## config.mk

```make
export PLATFORM = sky130hd
export DESIGN_NAME = two_wheel_imu_odometry
export DESIGN_NICKNAME = d
export VERILOG_FILES = /design/src/rtl/twio_pkg.sv /design/src/rtl/twio_div.sv /design/src/rtl/twio_mac.sv /design/src/rtl/twio_cordic.sv /design/src/rtl/two_wheel_imu_odometry.sv
export SDC_FILE = /design/constraint.sdc
export NUM_CORES = 2
export LEC_CHECK = 0
export BUFFER_PORTS_ARGS = -buffer_cell sky130_fd_sc_hd__buf_2
export CAP_MARGIN = 20
export CORE_ASPECT_RATIO = 1.4
export CORE_MARGIN = 10
export CORE_UTILIZATION = 35
export DETAILED_ROUTE_END_ITERATION = 8
export HOLD_SLACK_MARGIN = 0.15
export PLACE_DENSITY_LB_ADDON = 0.08
export SYNTH_ARGS = -nofsm -noshare
export SYNTH_HDL_FRONTEND = slang
export SYNTH_HIERARCHICAL = 1
export SYNTH_SLANG_ARGS = --single-unit
```

## constraint.sdc

```tcl
create_clock -name clock -period 28 [get_ports clock]
set_input_delay 1.4 -clock clock [delete_from_list [all_inputs] [get_ports clock]]
set_output_delay 1.4 -clock clock [all_outputs]
set_load 0.01 [all_outputs]
```

## src/rtl/twio_pkg.sv

```systemverilog
// ----------------------------------------------------------------------------
// twio_pkg: shared types and constants for the wheel and IMU odometry block
// Widths, fixed-point constants, the arctangent table and unit command types.
// ----------------------------------------------------------------------------
package twio_pkg;

   // Fixed-point format of sin and cos, and the length of the CORDIC run.
   localparam int FRAC_BITS    = 16;
   localparam int CORDIC_STEPS = 16;

   // Configuration register indexes.
   localparam int CSR_INDEX_W = 2;
   localparam logic [CSR_INDEX_W-1:0] CSR_X_OFFSET = 2'd0;
   localparam logic [CSR_INDEX_W-1:0] CSR_Y_OFFSET = 2'd1;

   // Yaw conversion: centidegrees to 65536 units per turn by long division.
   // An offset of 60000 units keeps the dividend positive.
   localparam int NUM_W   = 33;
   localparam int QUOT_W  = 18;
   localparam int REM_W   = 16;
   localparam logic [REM_W:0] DIVISOR = 17'd36000;
   localparam logic signed [34:0] YAW_NUM_OFFSET = 35'sd2160018000;
   localparam logic signed [18:0] U_OFFSET = 19'sd60000;

   // Serial multiply-accumulate widths.
   localparam int MAC_A_W = 40;
   localparam int MAC_B_W = 32;
   localparam int ACC_W   = 72;

   // Heading-unit-to-radians scale and rounding constants.
   localparam logic signed [MAC_A_W-1:0] TWO_PI_Q28 = 40'sd1686629713;
   localparam logic signed [ACC_W-1:0] BIAS_RAD   = 72'sd32768;
   localparam logic signed [ACC_W-1:0] BIAS_LEVER = 72'sd134217728;
   localparam logic signed [ACC_W-1:0] BIAS_ROT   = 72'sd1 <<< (FRAC_BITS - 1);

   // CORDIC widths and start vector.
   localparam int CS_W = FRAC_BITS + 4;
   localparam int Z_W  = 34;
   localparam int STEP_W = 5;
   localparam longint CORDIC_GAIN_Q30 = 64'd652032874;
   localparam logic signed [CS_W-1:0] CORDIC_K =
      CS_W'(CORDIC_GAIN_Q30 >> (30 - FRAC_BITS));
   localparam logic signed [Z_W-1:0] QUARTER_TURN = 34'sd1073741824;

   // Command to the multiply-accumulate unit.
   typedef struct packed {
      logic start;
      logic keep;
      logic negate;
   } mac_cmd_type;

   // Sequencer states.
   typedef enum logic [3:0] {
      ST_IDLE,
      ST_DIVIDE,
      ST_MUL_R,
      ST_MUL_CX,
      ST_MUL_CY,
      ST_MUL_XC,
      ST_MUL_XS,
      ST_MUL_YS,
      ST_MUL_YC,
      ST_FINISH
   } state_type;

   // Arctangent of 2^-i in units of 2^32 per turn.
   function automatic logic [31:0] cordic_atan(input logic [STEP_W-1:0] i);
      logic [31:0] v;
      unique case (i)
         5'd0:    v = 32'd536870912;
         5'd1:    v = 32'd316933406;
         5'd2:    v = 32'd167458907;
         5'd3:    v = 32'd85004756;
         5'd4:    v = 32'd42667331;
         5'd5:    v = 32'd21354465;
         5'd6:    v = 32'd10679838;
         5'd7:    v = 32'd5340245;
         5'd8:    v = 32'd2670163;
         5'd9:    v = 32'd1335087;
         5'd10:   v = 32'd667544;
         5'd11:   v = 32'd333772;
         5'd12:   v = 32'd166886;
         5'd13:   v = 32'd83443;
         5'd14:   v = 32'd41722;
         5'd15:   v = 32'd20861;
         5'd16:   v = 32'd10430;
         5'd17:   v = 32'd5215;
         5'd18:   v = 32'd2608;
         5'd19:   v = 32'd1304;
         5'd20:   v = 32'd652;
         5'd21:   v = 32'd326;
         5'd22:   v = 32'd163;
         5'd23:   v = 32'd81;
         default: v = 32'd0;
      endcase
      return v;
   endfunction

endpackage

```

## src/rtl/twio_div.sv

```systemverilog
// ----------------------------------------------------------------------------
// twio_div: restoring divider by a constant
// Produces one quotient bit per cycle, most significant bit first.
// ----------------------------------------------------------------------------
module twio_div (
   input  logic                           clock,
   input  logic                           reset,
   input  logic                           start,
   input  logic [twio_pkg::NUM_W-1:0]     numer,
   output logic [twio_pkg::QUOT_W-1:0]    quot,
   output logic                           done
);
   import twio_pkg::*;

   logic                 busy_ff;
   logic                 done_ff;
   logic [STEP_W-1:0]    cnt_ff;
   logic [REM_W-1:0]     rem_ff;
   logic [QUOT_W-1:0]    num_ff;
   logic [QUOT_W-1:0]    quot_ff;
   logic [REM_W:0]       trial;
   logic                 qbit;

   // Bring down the next dividend bit and try the subtraction.
   always_comb begin
      trial = {rem_ff, num_ff[QUOT_W-1]};
      qbit  = (trial >= DIVISOR);
   end

   // Control state.
   always_ff @(posedge clock) begin
      if (reset) begin
         busy_ff <= 1'b0;
         done_ff <= 1'b0;
      end else begin
         done_ff <= 1'b0;
         if (start) begin
            busy_ff <= 1'b1;
         end else if (busy_ff && cnt_ff == '0) begin
            busy_ff <= 1'b0;
            done_ff <= 1'b1;
         end
      end
   end

   // Remainder and quotient shift registers.
   always_ff @(posedge clock) begin
      if (start) begin
         cnt_ff  <= STEP_W'(QUOT_W - 1);
         rem_ff  <= REM_W'(numer[NUM_W-1:QUOT_W]);
         num_ff  <= numer[QUOT_W-1:0];
      end else if (busy_ff) begin
         cnt_ff  <= cnt_ff - 1'b1;
         rem_ff  <= qbit ? REM_W'(trial - DIVISOR) : REM_W'(trial);
         num_ff  <= {num_ff[QUOT_W-2:0], 1'b0};
         quot_ff <= {quot_ff[QUOT_W-2:0], qbit};
      end
   end

   assign quot = quot_ff;
   assign done = done_ff;

endmodule

```

## src/rtl/twio_mac.sv

```systemverilog
// ----------------------------------------------------------------------------
// twio_mac: bit-serial multiply-accumulate unit
// Adds or subtracts a times b into the accumulator, one bit of b per cycle.
// ----------------------------------------------------------------------------
module twio_mac (
   input  logic                                  clock,
   input  logic                                  reset,
   input  twio_pkg::mac_cmd_type                 cmd,
   input  logic signed [twio_pkg::MAC_A_W-1:0]   a,
   input  logic signed [twio_pkg::MAC_B_W-1:0]   b,
   input  logic signed [twio_pkg::ACC_W-1:0]     bias,
   output logic signed [twio_pkg::ACC_W-1:0]     acc,
   output logic                                  done
);
   import twio_pkg::*;

   logic                     busy_ff;
   logic                     done_ff;
   logic                     neg_ff;
   logic [STEP_W-1:0]        cnt_ff;
   logic signed [ACC_W-1:0]  a_ff;
   logic [MAC_B_W-1:0]       b_ff;
   logic signed [ACC_W-1:0]  acc_ff;
   logic signed [ACC_W-1:0]  term;
   logic                     last;
   logic                     sub;

   // The top bit of b carries negative weight.
   always_comb begin
      last = (cnt_ff == STEP_W'(MAC_B_W - 1));
      term = b_ff[0] ? a_ff : '0;
      sub  = neg_ff ^ last;
   end

   // Control state.
   always_ff @(posedge clock) begin
      if (reset) begin
         busy_ff <= 1'b0;
         done_ff <= 1'b0;
      end else begin
         done_ff <= 1'b0;
         if (cmd.start) begin
            busy_ff <= 1'b1;
         end else if (busy_ff && last) begin
            busy_ff <= 1'b0;
            done_ff <= 1'b1;
         end
      end
   end

   // Operand shift registers and accumulator.
   always_ff @(posedge clock) begin
      if (cmd.start) begin
         cnt_ff <= '0;
         neg_ff <= cmd.negate;
         a_ff   <= ACC_W'(a);
         b_ff   <= b;
         if (!cmd.keep) begin
            acc_ff <= bias;
         end
      end else if (busy_ff) begin
         cnt_ff <= cnt_ff + 1'b1;
         a_ff   <= a_ff <<< 1;
         b_ff   <= b_ff >> 1;
         acc_ff <= sub ? acc_ff - term : acc_ff + term;
      end
   end

   assign acc  = acc_ff;
   assign done = done_ff;

`ifndef SYNTHESIS
   a_start_idle: assert property (@(posedge clock) disable iff (reset)
      cmd.start |-> !busy_ff)
      else $error("multiply started while busy");
   a_done_idle: assert property (@(posedge clock) disable iff (reset)
      done_ff |-> !busy_ff)
      else $error("multiply done while still busy");
   a_fall_done: assert property (@(posedge clock) disable iff (reset)
      $fell(busy_ff) |-> done_ff)
      else $error("multiply ended without done");
`endif

endmodule

```

## src/rtl/twio_cordic.sv

```systemverilog
// ----------------------------------------------------------------------------
// twio_cordic: iterative CORDIC sine and cosine
// One rotation step per cycle on a folded angle of 2^32 units per turn.
// ----------------------------------------------------------------------------
module twio_cordic (
   input  logic                               clock,
   input  logic                               reset,
   input  logic                               start,
   input  logic [31:0]                        angle,
   output logic signed [twio_pkg::CS_W-1:0]   cos_out,
   output logic signed [twio_pkg::CS_W-1:0]   sin_out,
   output logic                               busy
);
   import twio_pkg::*;

   logic                    busy_ff;
   logic                    flip_ff;
   logic [STEP_W-1:0]       step_ff;
   logic signed [CS_W-1:0]  x_ff;
   logic signed [CS_W-1:0]  y_ff;
   logic signed [Z_W-1:0]   z_ff;
   logic signed [Z_W-1:0]   za;
   logic                    fold;
   logic signed [CS_W-1:0]  xs;
   logic signed [CS_W-1:0]  ys;
   logic signed [CS_W-1:0]  x_in;
   logic signed [CS_W-1:0]  y_in;
   logic signed [Z_W-1:0]   z_in;
   logic signed [Z_W-1:0]   atan_ext;
   logic                    last;

   // Fold angles beyond a quarter turn by a half turn.
   always_comb begin
      za   = Z_W'($signed(angle));
      fold = (za > QUARTER_TURN) || (za < -QUARTER_TURN);
   end

   // One rotation step.
   always_comb begin
      xs       = x_ff >>> step_ff;
      ys       = y_ff >>> step_ff;
      atan_ext = $signed({2'b00, cordic_atan(step_ff)});
      last     = (step_ff == STEP_W'(CORDIC_STEPS - 1));
      if (z_ff >= 0) begin
         x_in = x_ff - ys;
         y_in = y_ff + xs;
         z_in = z_ff - atan_ext;
      end else begin
         x_in = x_ff + ys;
         y_in = y_ff - xs;
         z_in = z_ff + atan_ext;
      end
   end

   // Control state.
   always_ff @(posedge clock) begin
      if (reset) begin
         busy_ff <= 1'b0;
      end else if (start) begin
         busy_ff <= 1'b1;
      end else if (busy_ff && last) begin
         busy_ff <= 1'b0;
      end
   end

   // Rotation registers; the fold is undone on the last step.
   always_ff @(posedge clock) begin
      if (start) begin
         step_ff <= '0;
         flip_ff <= fold;
         x_ff    <= CORDIC_K;
         y_ff    <= '0;
         z_ff    <= fold ? Z_W'($signed(angle ^ 32'h8000_0000)) : za;
      end else if (busy_ff) begin
         step_ff <= step_ff + 1'b1;
         z_ff    <= z_in;
         if (last && flip_ff) begin
            x_ff <= -x_in;
            y_ff <= -y_in;
         end else begin
            x_ff <= x_in;
            y_ff <= y_in;
         end
      end
   end

   assign cos_out = x_ff;
   assign sin_out = y_ff;
   assign busy    = busy_ff;

endmodule

```

## src/rtl/two_wheel_imu_odometry.sv

```systemverilog
// ----------------------------------------------------------------------------
// two_wheel_imu_odometry: pose tracking from two tracking wheels and IMU yaw
// Differences wheel distances and yaw, corrects the wheel deltas for the
// lever arms, rotates them by the accumulated heading and integrates.
//
//   Channel  Direction  Handshake            Payload
//   req      in         req_valid/req_stall  x_distance, y_distance, yaw_centideg
//   rsp      out        rsp_valid/rsp_stall  pose_x, pose_y, pose_heading
//   csr      in         csr_write            csr_index, csr_wdata
//
// From acceptance until the block can take the next item, an item passes through
// the yaw division, seven passes through the bit-serial multiplier (each a load
// and one step per bit of b) and the finish state; no new item is taken before
// it is done. The CORDIC runs alongside the multiplier and adds no time.
// Reset clears the pose, history and wheel offsets.
// The result sits in an output register; a new item is accepted while it
// waits, and the block holds only if the next result is ready first.
// ----------------------------------------------------------------------------
module two_wheel_imu_odometry (
   input  logic                                clock,
   input  logic                                reset,
   input  logic                                req_valid,
   output logic                                req_stall,
   input  logic signed [31:0]                  req_x_distance,
   input  logic signed [31:0]                  req_y_distance,
   input  logic signed [15:0]                  req_yaw_centideg,
   output logic                                rsp_valid,
   input  logic                                rsp_stall,
   output logic signed [31:0]                  rsp_pose_x,
   output logic signed [31:0]                  rsp_pose_y,
   output logic signed [31:0]                  rsp_pose_heading,
   input  logic                                csr_write,
   input  logic [twio_pkg::CSR_INDEX_W-1:0]    csr_index,
   input  logic [31:0]                         csr_wdata
);
   import twio_pkg::*;

   state_type               state_ff;
   state_type               state_in;

   logic signed [31:0]      x_off_ff;
   logic signed [31:0]      y_off_ff;
   logic signed [31:0]      xd_ff;
   logic signed [31:0]      yd_ff;
   logic signed [31:0]      last_x_ff;
   logic signed [31:0]      last_y_ff;
   logic signed [17:0]      last_heading_ff;
   logic signed [31:0]      heading_ff;
   logic signed [31:0]      pos_x_ff;
   logic signed [31:0]      pos_y_ff;
   logic signed [33:0]      r_ff;
   logic signed [36:0]      dx_ff;
   logic signed [36:0]      dy_ff;
   logic                    rsp_valid_ff;
   logic signed [31:0]      rsp_x_ff;
   logic signed [31:0]      rsp_y_ff;
   logic signed [31:0]      rsp_h_ff;

   logic                    div_start;
   logic [NUM_W-1:0]        div_numer;
   logic signed [34:0]      numer_wide;
   logic [QUOT_W-1:0]       quot;
   logic                    div_done;
   logic signed [18:0]      u_wide;
   logic signed [17:0]      u_calc;
   logic signed [18:0]      d_calc;
   logic signed [31:0]      heading_new;

   mac_cmd_type             mac_cmd;
   logic signed [MAC_A_W-1:0] mac_a;
   logic signed [MAC_B_W-1:0] mac_b;
   logic signed [ACC_W-1:0] mac_bias;
   logic signed [ACC_W-1:0] acc;
   logic signed [ACC_W-1:0] acc_rot;
   logic                    mac_done;

   logic                    cordic_start;
   logic signed [CS_W-1:0]  cos_val;
   logic signed [CS_W-1:0]  sin_val;
   logic                    cordic_busy;

   logic signed [33:0]      r_calc;
   logic signed [35:0]      lever;
   logic signed [36:0]      delta_calc;
   logic signed [55:0]      w_calc;
   logic signed [56:0]      pos_x_sum;
   logic signed [56:0]      pos_y_sum;
   logic                    out_free;

   // Clamp a wide position to the signed 32-bit range.
   function automatic logic signed [31:0] sat32(input logic signed [56:0] v);
      logic signed [31:0] r;
      if (v > 57'sd2147483647) begin
         r = 32'sh7fff_ffff;
      end else if (v < -57'sd2147483648) begin
         r = 32'sh8000_0000;
      end else begin
         r = v[31:0];
      end
      return r;
   endfunction

   // Yaw dividend, quotient offset and heading change.
   always_comb begin
      numer_wide  = (35'(req_yaw_centideg) <<< 16) + YAW_NUM_OFFSET;
      div_numer   = numer_wide[NUM_W-1:0];
      u_wide      = $signed({1'b0, quot}) - U_OFFSET;
      u_calc      = u_wide[17:0];
      d_calc      = 19'(u_calc) - 19'(last_heading_ff);
      heading_new = heading_ff + 32'(d_calc);
   end

   // Products taken out of the accumulator.
   always_comb begin
      r_calc     = acc[49:16];
      lever      = acc[63:28];
      acc_rot    = acc >>> FRAC_BITS;
      w_calc     = acc_rot[55:0];
      delta_calc = (state_ff == ST_MUL_CX)
                 ? 37'(xd_ff) - 37'(last_x_ff) + 37'(lever)
                 : 37'(yd_ff) - 37'(last_y_ff) + 37'(lever);
      pos_x_sum  = 57'(pos_x_ff) + 57'(w_calc);
      pos_y_sum  = 57'(pos_y_ff) + 57'(w_calc);
      out_free   = !rsp_valid_ff || !rsp_stall;
   end

   // Sequencer: next state and unit commands.
   always_comb begin
      state_in     = state_ff;
      div_start    = 1'b0;
      cordic_start = 1'b0;
      mac_cmd      = '0;
      mac_a        = '0;
      mac_b        = '0;
      mac_bias     = '0;
      unique case (state_ff)
         ST_IDLE: begin
            if (req_valid) begin
               div_start = 1'b1;
               state_in  = ST_DIVIDE;
            end
         end
         ST_DIVIDE: begin
            if (div_done) begin
               mac_cmd.start = 1'b1;
               mac_a         = TWO_PI_Q28;
               mac_b         = 32'(d_calc);
               mac_bias      = BIAS_RAD;
               cordic_start  = 1'b1;
               state_in      = ST_MUL_R;
            end
         end
         ST_MUL_R: begin
            if (mac_done) begin
               mac_cmd.start = 1'b1;
               mac_a         = 40'(r_calc);
               mac_b         = x_off_ff;
               mac_bias      = BIAS_LEVER;
               state_in      = ST_MUL_CX;
            end
         end
         ST_MUL_CX: begin
            if (mac_done) begin
               mac_cmd.start = 1'b1;
               mac_a         = 40'(r_ff);
               mac_b         = y_off_ff;
               mac_bias      = BIAS_LEVER;
               state_in      = ST_MUL_CY;
            end
         end
         ST_MUL_CY: begin
            if (mac_done) begin
               mac_cmd.start = 1'b1;
               mac_a         = 40'(dx_ff);
               mac_b         = 32'(cos_val);
               mac_bias      = BIAS_ROT;
               state_in      = ST_MUL_XC;
            end
         end
         ST_MUL_XC: begin
            if (mac_done) begin
               mac_cmd.start  = 1'b1;
               mac_cmd.keep   = 1'b1;
               mac_cmd.negate = 1'b1;
               mac_a          = 40'(dy_ff);
               mac_b          = 32'(sin_val);
               state_in       = ST_MUL_XS;
            end
         end
         ST_MUL_XS: begin
            if (mac_done) begin
               mac_cmd.start = 1'b1;
               mac_a         = 40'(dx_ff);
               mac_b         = 32'(sin_val);
               mac_bias      = BIAS_ROT;
               state_in      = ST_MUL_YS;
            end
         end
         ST_MUL_YS: begin
            if (mac_done) begin
               mac_cmd.start = 1'b1;
               mac_cmd.keep  = 1'b1;
               mac_a         = 40'(dy_ff);
               mac_b         = 32'(cos_val);
               state_in      = ST_MUL_YC;
            end
         end
         ST_MUL_YC: begin
            if (mac_done) begin
               state_in = ST_FINISH;
            end
         end
         ST_FINISH: begin
            if (out_free) begin
               state_in = ST_IDLE;
            end
         end
         default: begin
            state_in = ST_IDLE;
         end
      endcase
   end

   // State register, configuration, history and pose.
   always_ff @(posedge clock) begin
      if (reset) begin
         state_ff        <= ST_IDLE;
         x_off_ff        <= '0;
         y_off_ff        <= '0;
         last_x_ff       <= '0;
         last_y_ff       <= '0;
         last_heading_ff <= '0;
         heading_ff      <= '0;
         pos_x_ff        <= '0;
         pos_y_ff        <= '0;
         rsp_valid_ff    <= 1'b0;
      end else begin
         state_ff <= state_in;
         if (csr_write) begin
            unique case (csr_index)
               CSR_X_OFFSET: x_off_ff <= csr_wdata;
               CSR_Y_OFFSET: y_off_ff <= csr_wdata;
               default: ;
            endcase
         end
         if (state_ff == ST_DIVIDE && div_done) begin
            last_heading_ff <= u_calc;
            heading_ff      <= heading_new;
         end
         if (state_ff == ST_MUL_CY && mac_done) begin
            last_x_ff <= xd_ff;
            last_y_ff <= yd_ff;
         end
         if (state_ff == ST_MUL_XS && mac_done) begin
            pos_x_ff <= sat32(pos_x_sum);
         end
         if (state_ff == ST_MUL_YC && mac_done) begin
            pos_y_ff <= sat32(pos_y_sum);
         end
         // A new result replaces a taken one in the same cycle.
         if (state_ff == ST_FINISH && out_free) begin
            rsp_valid_ff <= 1'b1;
         end else if (rsp_valid_ff && !rsp_stall) begin
            rsp_valid_ff <= 1'b0;
         end
      end
   end

   // Payload registers.
   always_ff @(posedge clock) begin
      if (state_ff == ST_IDLE && req_valid) begin
         xd_ff <= req_x_distance;
         yd_ff <= req_y_distance;
      end
      if (state_ff == ST_MUL_R && mac_done) begin
         r_ff <= r_calc;
      end
      if (state_ff == ST_MUL_CX && mac_done) begin
         dx_ff <= delta_calc;
      end
      if (state_ff == ST_MUL_CY && mac_done) begin
         dy_ff <= delta_calc;
      end
      if (state_ff == ST_FINISH && out_free) begin
         rsp_x_ff <= pos_x_ff;
         rsp_y_ff <= pos_y_ff;
         rsp_h_ff <= heading_ff;
      end
   end

   // Units.
   twio_div u_div (
      .clock (clock),
      .reset (reset),
      .start (div_start),
      .numer (div_numer),
      .quot  (quot),
      .done  (div_done)
   );

   twio_mac u_mac (
      .clock (clock),
      .reset (reset),
      .cmd   (mac_cmd),
      .a     (mac_a),
      .b     (mac_b),
      .bias  (mac_bias),
      .acc   (acc),
      .done  (mac_done)
   );

   twio_cordic u_cordic (
      .clock   (clock),
      .reset   (reset),
      .start   (cordic_start),
      .angle   ({heading_new[15:0], 16'h0000}),
      .cos_out (cos_val),
      .sin_out (sin_val),
      .busy    (cordic_busy)
   );

   assign req_stall        = (state_ff != ST_IDLE);
   assign rsp_valid        = rsp_valid_ff;
   assign rsp_pose_x       = rsp_x_ff;
   assign rsp_pose_y       = rsp_y_ff;
   assign rsp_pose_heading = rsp_h_ff;

`ifndef SYNTHESIS
   a_rsp_from_finish: assert property (@(posedge clock) disable iff (reset)
      $rose(rsp_valid_ff) |-> $past(state_ff) == ST_FINISH)
      else $error("result loaded outside the finish state");
   a_cordic_ready: assert property (@(posedge clock) disable iff (reset)
      (state_ff == ST_MUL_CY && mac_done) |-> !cordic_busy)
      else $error("rotation started before sine and cosine were ready");
   a_yaw_range: assert property (@(posedge clock) disable iff (reset)
      div_done |-> (u_calc <= 18'sd59653) && (u_calc >= -18'sd59653))
      else $error("converted yaw out of range");
`endif

endmodule

```

After elaboration in Yosys (flattened, before gate mapping)
Memories as Yosys holds them, arrays and structs flattened. A register that Yosys moved wholly into a read port is not among the register bits. Index checks and enable logic that the tools add are counted.

Output and inout bits: 98. Memory bits (read-only): 960. Register bits after elaboration: 839. Logic and storage cells: 215. Memories: 1. Input bits: 119.

Memories: (name not given) (depth 32, width 30, read ports 1, clocked after memory_dff 1, write ports 0, RTL line twio_pkg.sv:69) `unique case (i)`.

Add/subtract/negate cells: 24. Magnitude comparators: 8. Multiplexer cells: 75. Shift-type cells: 2. Reductions and logical operators: 41. Bitwise logic cells: 3. Equal/unequal tests: 23.

Operators with widths (number): 72-bit two-way mux (7); 32-bit two-way mux (11); 40-bit case mux with 5 select lines (1); 40-bit two-way mux (4); 32-bit case mux with 5 select lines (1); 34-bit two-way mux (4); 32-bit by 56-bit adder with 57-bit output (2); 57-bit by 32-bit > comparator with 1-bit output, second input constant (2); 57-bit by 32-bit less-than comparator with 1-bit output, second input constant (2); 28-bit case mux with 3 select lines (1); 20-bit two-way mux (4); 33-bit by 36-bit adder with 37-bit output (2); 72-bit adder (1); 72-bit subtractor (1); 32-bit by 32-bit subtractor with 33-bit output (2); 16-bit two-way mux (3); 20-bit adder (2); 4-bit two-way mux (10); 20-bit negation (2); 4-bit case mux with 10 select lines (1); 20-bit by 5-bit >>> shifter with 20-bit output (2); 20-bit subtractor (2); 37-bit two-way mux (1); 18-bit two-way mux (2); 45 further kinds (106).

Logic depth before layout (Yosys ltp)
Depth in word-level cells: 7. Gate-level depth with buffers: 28. Mapped depth without buffers: 26.

Hierarchy
The synthesis kept the hierarchy.

By module, submodules not included: two_wheel_imu_odometry (cells an instance 4076, area each 35341.4 um2, seq. area each 12992.5 um2, instances 1); twio_mac (cells an instance 1508, area each 13740.7 um2, seq. area each 5455.2 um2, instances 1); twio_cordic (cells an instance 1607, area each 12884.9 um2, seq. area each 2572.5 um2, instances 1); twio_div (cells an instance 203, area each 2673.8 um2, seq. area each 1691.6 um2, instances 1).

Worst setup path after synthesis
OpenSTA, ideal clock, no wires.

Path type: flip-flop to flip-flop. Start point: register state_ff[0]. End point: register u_mac.acc_ff[0] (netlist: u_mac/acc[0]) (enable). Path slack: 18461 ps. Arrival time: 8927 ps. Period minus slack after synthesis: 9539 ps. Data required time: 27388 ps. Path buffers: 5. Library setup time: 612 ps. Cell stages (with the launch flop): 11. Path through: dfxtp_1 clkbuf_1 nor2b_1 nand3_1 clkbuf_1 clkbuf_1 o31ai_1 clkbuf_1 clkbuf_1 or2_2 a21boi_0.

RTL lines: from (decl) (RTL line two_wheel_imu_odometry.sv:38) `state_type state_ff;`; from (signal assigned) (RTL line two_wheel_imu_odometry.sv:238) `state_ff <= state_in;`; to (signal assigned) (RTL line twio_mac.sv:59) `acc_ff <= bias;`; to (signal assigned) (RTL line twio_mac.sv:65) `acc_ff <= sub ? acc_ff - term : acc_ff + term;`; to (decl) (RTL line twio_mac.sv:23) `logic signed [ACC_W-1:0] acc_ff;`.

Worst setup path after layout
Start point: register u_cordic.step_ff[1]. End point: register u_cordic.x_ff[18] (netlist: u_cordic/cos_out[18]).

Longest elaborated chain between the ends: 5. Elaborated cells on any way between the ends: 8. Those cells by class: add/sub: 3; eq/ne: 1; shift: 1; mux: 2; reduce/logical: 1.

RTL lines: from (decl) (RTL line twio_cordic.sv:18) `logic [STEP_W-1:0] step_ff;`; from (signal assigned) (RTL line twio_cordic.sv:75) `step_ff <= step_ff + 1'b1;`; 20-bit by 5-bit >>> shifter with 20-bit output (RTL line twio_cordic.sv:41) `ys = y_ff >>> step_ff;`; 20-bit adder or 20-bit subtractor (tied branches) (RTL line twio_cordic.sv:49, twio_cordic.sv:45); 20-bit two-way mux (RTL line twio_cordic.sv:44) `if (z_ff >= 0) begin`; 20-bit negation (RTL line twio_cordic.sv:78) `x_ff <= -x_in;`; 20-bit two-way mux (*) (RTL line twio_cordic.sv:77) `if (last && flip_ff) begin`; to (signal assigned) (RTL line twio_cordic.sv:78); to (signal assigned) (RTL line twio_cordic.sv:81) `x_ff <= x_in;`; to (decl) (RTL line twio_cordic.sv:19) `logic signed [CS_W-1:0] x_ff;`.

Every way passes the cells marked *; elsewhere a longest branch is shown, timed or not. A chain may end at the register's enable or synchronous reset.

==> qor.yml <==
hold_depth: 2
clock.fmax_ghz: 0.142
fin_crit_sh_pct: 25.1
synth_ff_type: "edfxtp_1"
first_pass_iters: 6
rsz0062_at_grt: "no"
synthTopCellsByCount: "nand2_1 (963), a21oi_1 (683), edfxtp_1 (531)"
worst_hold_slack_ns: 0.452
clkTransAtPathRegs_ns: 0.06
p_per_area_nw_per_um2: 56.5
finalWorstSetupSlack_ns: 20.97
worstReg2RegEnd: "u_cordic/cos_out[18]"
grt_max_degree: 143
floorplan.initialDensity_pct: 35.2
internal_power_uw: 2690
core_area_sq_um: 184000
remaining_drc_errors: 0
first_iter_violations: 3794
routed_wl_um: 222000
relSlewSlack_pct: 23.6
synth_edf_count: 531
skew_ns: 0.0403
status: "finished, final reports clean"
slowest_stage: "a221oi_1"
worst_pin_slew_ns: 1.13
clock_sinks: 869
row_count: 186
slew_viol_final: 0
met3_usage_pct: 2.33
cts_made_buffers: 101
pin_count: 217
critical_path.cell_chain: "buf_4 > mux2_2 > a221oi_1 > a21o_1 > nand3_1 > inv_1 > ha_1 > inv_1 > o31ai_1 > xor2_1 > ha_1 > and2_1 > nor2_1 > a31oi_1 > a21o_1 > a311oi_1 > o31ai_1 > o31ai_1 > o21ai_0 > or3_1 > a31oi_1"
layout_min_cycle_time_ns: 7.03
cts-htree-levels: 3
worst_path_dominant_cell_family: "compound AO/OA/AOI/OAI gates"
min_from: "last_heading_ff[12]"
rr_startpoint: "u_cordic/step_ff[1]"
hold_path_class: "register to register"
critPathKind: "register to register"
io_buffers: 216
syn_avg_cell_area_sq_um: 8.74
finalHoldViolCount: 0
post-place-ws_ns: 21.08
p_clk_share_pct: 33.8
fin_setup_tns_ns: 0
cts_tree: "yes"
worstRegToRegCells: 21
setup_viol_count_final: 0
cp_common_cell: "o31ai_1"
cts_resized: 0
antenna_found_initial: 11
wire_per_inst_um: 22.0
dp_hpwl_um: 168000
cts_hold_buf: 0
synth_cells: 7394
synth.top_cell.area_share_pct: 24.7
hold_path_end: "last_heading_ff[12]"
worstPathRequired_ns: 28.65
insertion_delay_ns: 0.75
grt_use_met2_pct: 38.7
fin_nets: 8152
avgViaCountPerCell: 5.48
yosys_warnings: 6
grt_first_pass_wirelength_um: 334000
worstSetupEndpointType: "register"
postCtsSetupRepairBufs: 0
grt.total_usage_pct: 21.1
combPwrFrac_pct: 28.4
crit_cells: 21
drive_above_1_share_pct: 9.92
vias: 55232
overflow: 0
async_reset_ff_share_pct: 0
root_buffer: "clkbuf_16"
crit_path_start_kind: "register"
seq_area_frac_synth_pct: 35.1
dieWidth_um: 383
postRouteAntennaNets: 0
swShare_pct: 33.9
grt_pass1_vias: 54755
busiest_layer: "met2"
drv_cap: 0
syn_to_final_growth_pct: 11.4
use_met1_pct: 24.2
synthDistinctLibCells: 130
place_congestion: 0.921
clockBufferDepth: 3
seqPwrFrac_pct: 37.9
arrival_ns: 7.67
synth_most_common_cell: "nand2_1"
r2r_setup_slack_ns: 20.97
ir_worst_vdd_uv: 54.5
syn_area_sq_um: 64600
die_y_um: 528
p_leak_uw: 0.0281
critPathBufInv: 3
critPathMaxStageDelay_ns: 0.84
yosys.area.top_type: "edfxtp_1"
p_sw_uw: 1380
cp_max_fo: 71
ys_ff_latch: 869
synthTopCellsByArea: "edfxtp_1 (25%), dfxtp_1 (10%), ha_1 (7.8%)"
dieArea_sq_um: 203000
placed cells by master (no fill, tap or decap), drive strengths merged, types with 76 or more instances in the layout:
| cell | netlist | final |
|---|---|---|
| nor2 | 516 | 516 |
| xor2 | 224 | 224 |
| o21bai | 76 | 76 |
| nor3 | 129 | 129 |
| mux2i | 100 | 100 |
| dfxtp | 338 | 338 |
| conb | 2 | 118 |
| fa | 80 | 80 |
| o21ai | 520 | 520 |
| ha | 403 | 403 |
| nand4 | 80 | 80 |
| nand3 | 134 | 134 |
| clkbuf | 286 | 126 |
| edfxtp | 531 | 531 |
| a21oi | 691 | 691 |
| xnor2 | 257 | 257 |
| buf | 76 | 299 |
| a21o | 171 | 171 |
| nand2 | 967 | 967 |
| inv | 451 | 458 |
| mux2 | 117 | 117 |
how the worst max path moves through the flow:
| stage | start | end | slack, ns |
|---|---|---|---|
| 3_5_place_dp | u_cordic/step_ff[1] | u_cordic/cos_out[18] | 21.08 |
| 3_3_place_gp | u_cordic/step_ff[1] | u_cordic/cos_out[18] | 21.06 |
| 5_1_grt | u_cordic/step_ff[1] | u_cordic/cos_out[18] | 20.48 |
| 2_1_floorplan | state_ff[0] | u_mac/acc[0] | 18.46 |
| 4_1_cts | u_cordic/step_ff[1] | u_cordic/cos_out[18] | 21.03 |
| 6_report | u_cordic/step_ff[1] | u_cordic/cos_out[18] | 20.97 |
metal layers:
metal | up-vias | share of wire (%)
li1 | 27078 | -
met1 | 26468 | 40
met2 | 1304 | 51
met3 | 382 | 4.0
met4 | 0 | 5.0
met5 | - | 0
cell type report:
| type | count | area [sq um] |
|---|---|---|
| sequential | 869 | 22700 |
| antenna | 4 | 10.0 |
| clock buffer | 126 | 2690 |
| clock inverter | 65 | 703 |
| fill | 18538 | 112000 |
| inverter | 455 | 1720 |
| tap | 2444 | 3060 |
| multi-input combinational | 5824 | 39300 |
| timing repair buffer | 299 | 1780 |
flip-flops by register name (all words and copies together) (netlist names), 34 cells and up:
name,flops
dx_ff,37
dy_ff,37
r_ff,34
u_cordic/z_ff,34
u_mac/a_ff,72
u_mac/acc,72
kinds of logic after synthesis:
group / Yosys count / synth area share, %
other: 2 / 0.0116
xor gates and xnor gates: 481 / 6.52
buffers and inverters: 817 / 4.91
muxes: 256 / 4.95
DFF: 869 / 35.1
and+or+nand+nor: 2284 / 16.4
AOI/OAI and AO/OA: 2202 / 21.8
adders and majority gates: 483 / 10.3
metrics by stage:
step                cells  utilization, %  total power [uW]  area (sq um)
finish              10086            39.2              4070         72000
global route        10083            39.2              4300         72000
CTS                 10081            39.2              4130         72000
detailed placement   9890            37.4              2720         68600
global placement     9888            37.3              2710         68500
floorplan            7510               -              2400         65100
worst reg2reg max path: stages, from the launching register on:
cell and delay, ns:
dfxtp_2 0.31, buf_4 0.69, mux2_2 0.47, a221oi_1 0.84, a21o_1 0.25, nand3_1 0.12, inv_1 0.09, ha_1 0.18
inv_1 0.10, o31ai_1 0.30, xor2_1 0.19, ha_1 0.35, and2_1 0.24, nor2_1 0.36, a31oi_1 0.24, a21o_1 0.28
a311oi_1 0.46, o31ai_1 0.20, o31ai_1 0.52, o21ai_0 0.21, or3_1 0.40, a31oi_1 0.16
power by group through the flow:
stage	Combinational [uW]	Clock (uW)	Sequential, uW
floorplan	868	0	1530
global route	1290	1460	1550
finish	1150	1370	1540
detailed placement	1160	0	1570
CTS	1160	1420	1540
global placement	1150	0	1570
Note: power is estimated with default switching activity, not from simulation.
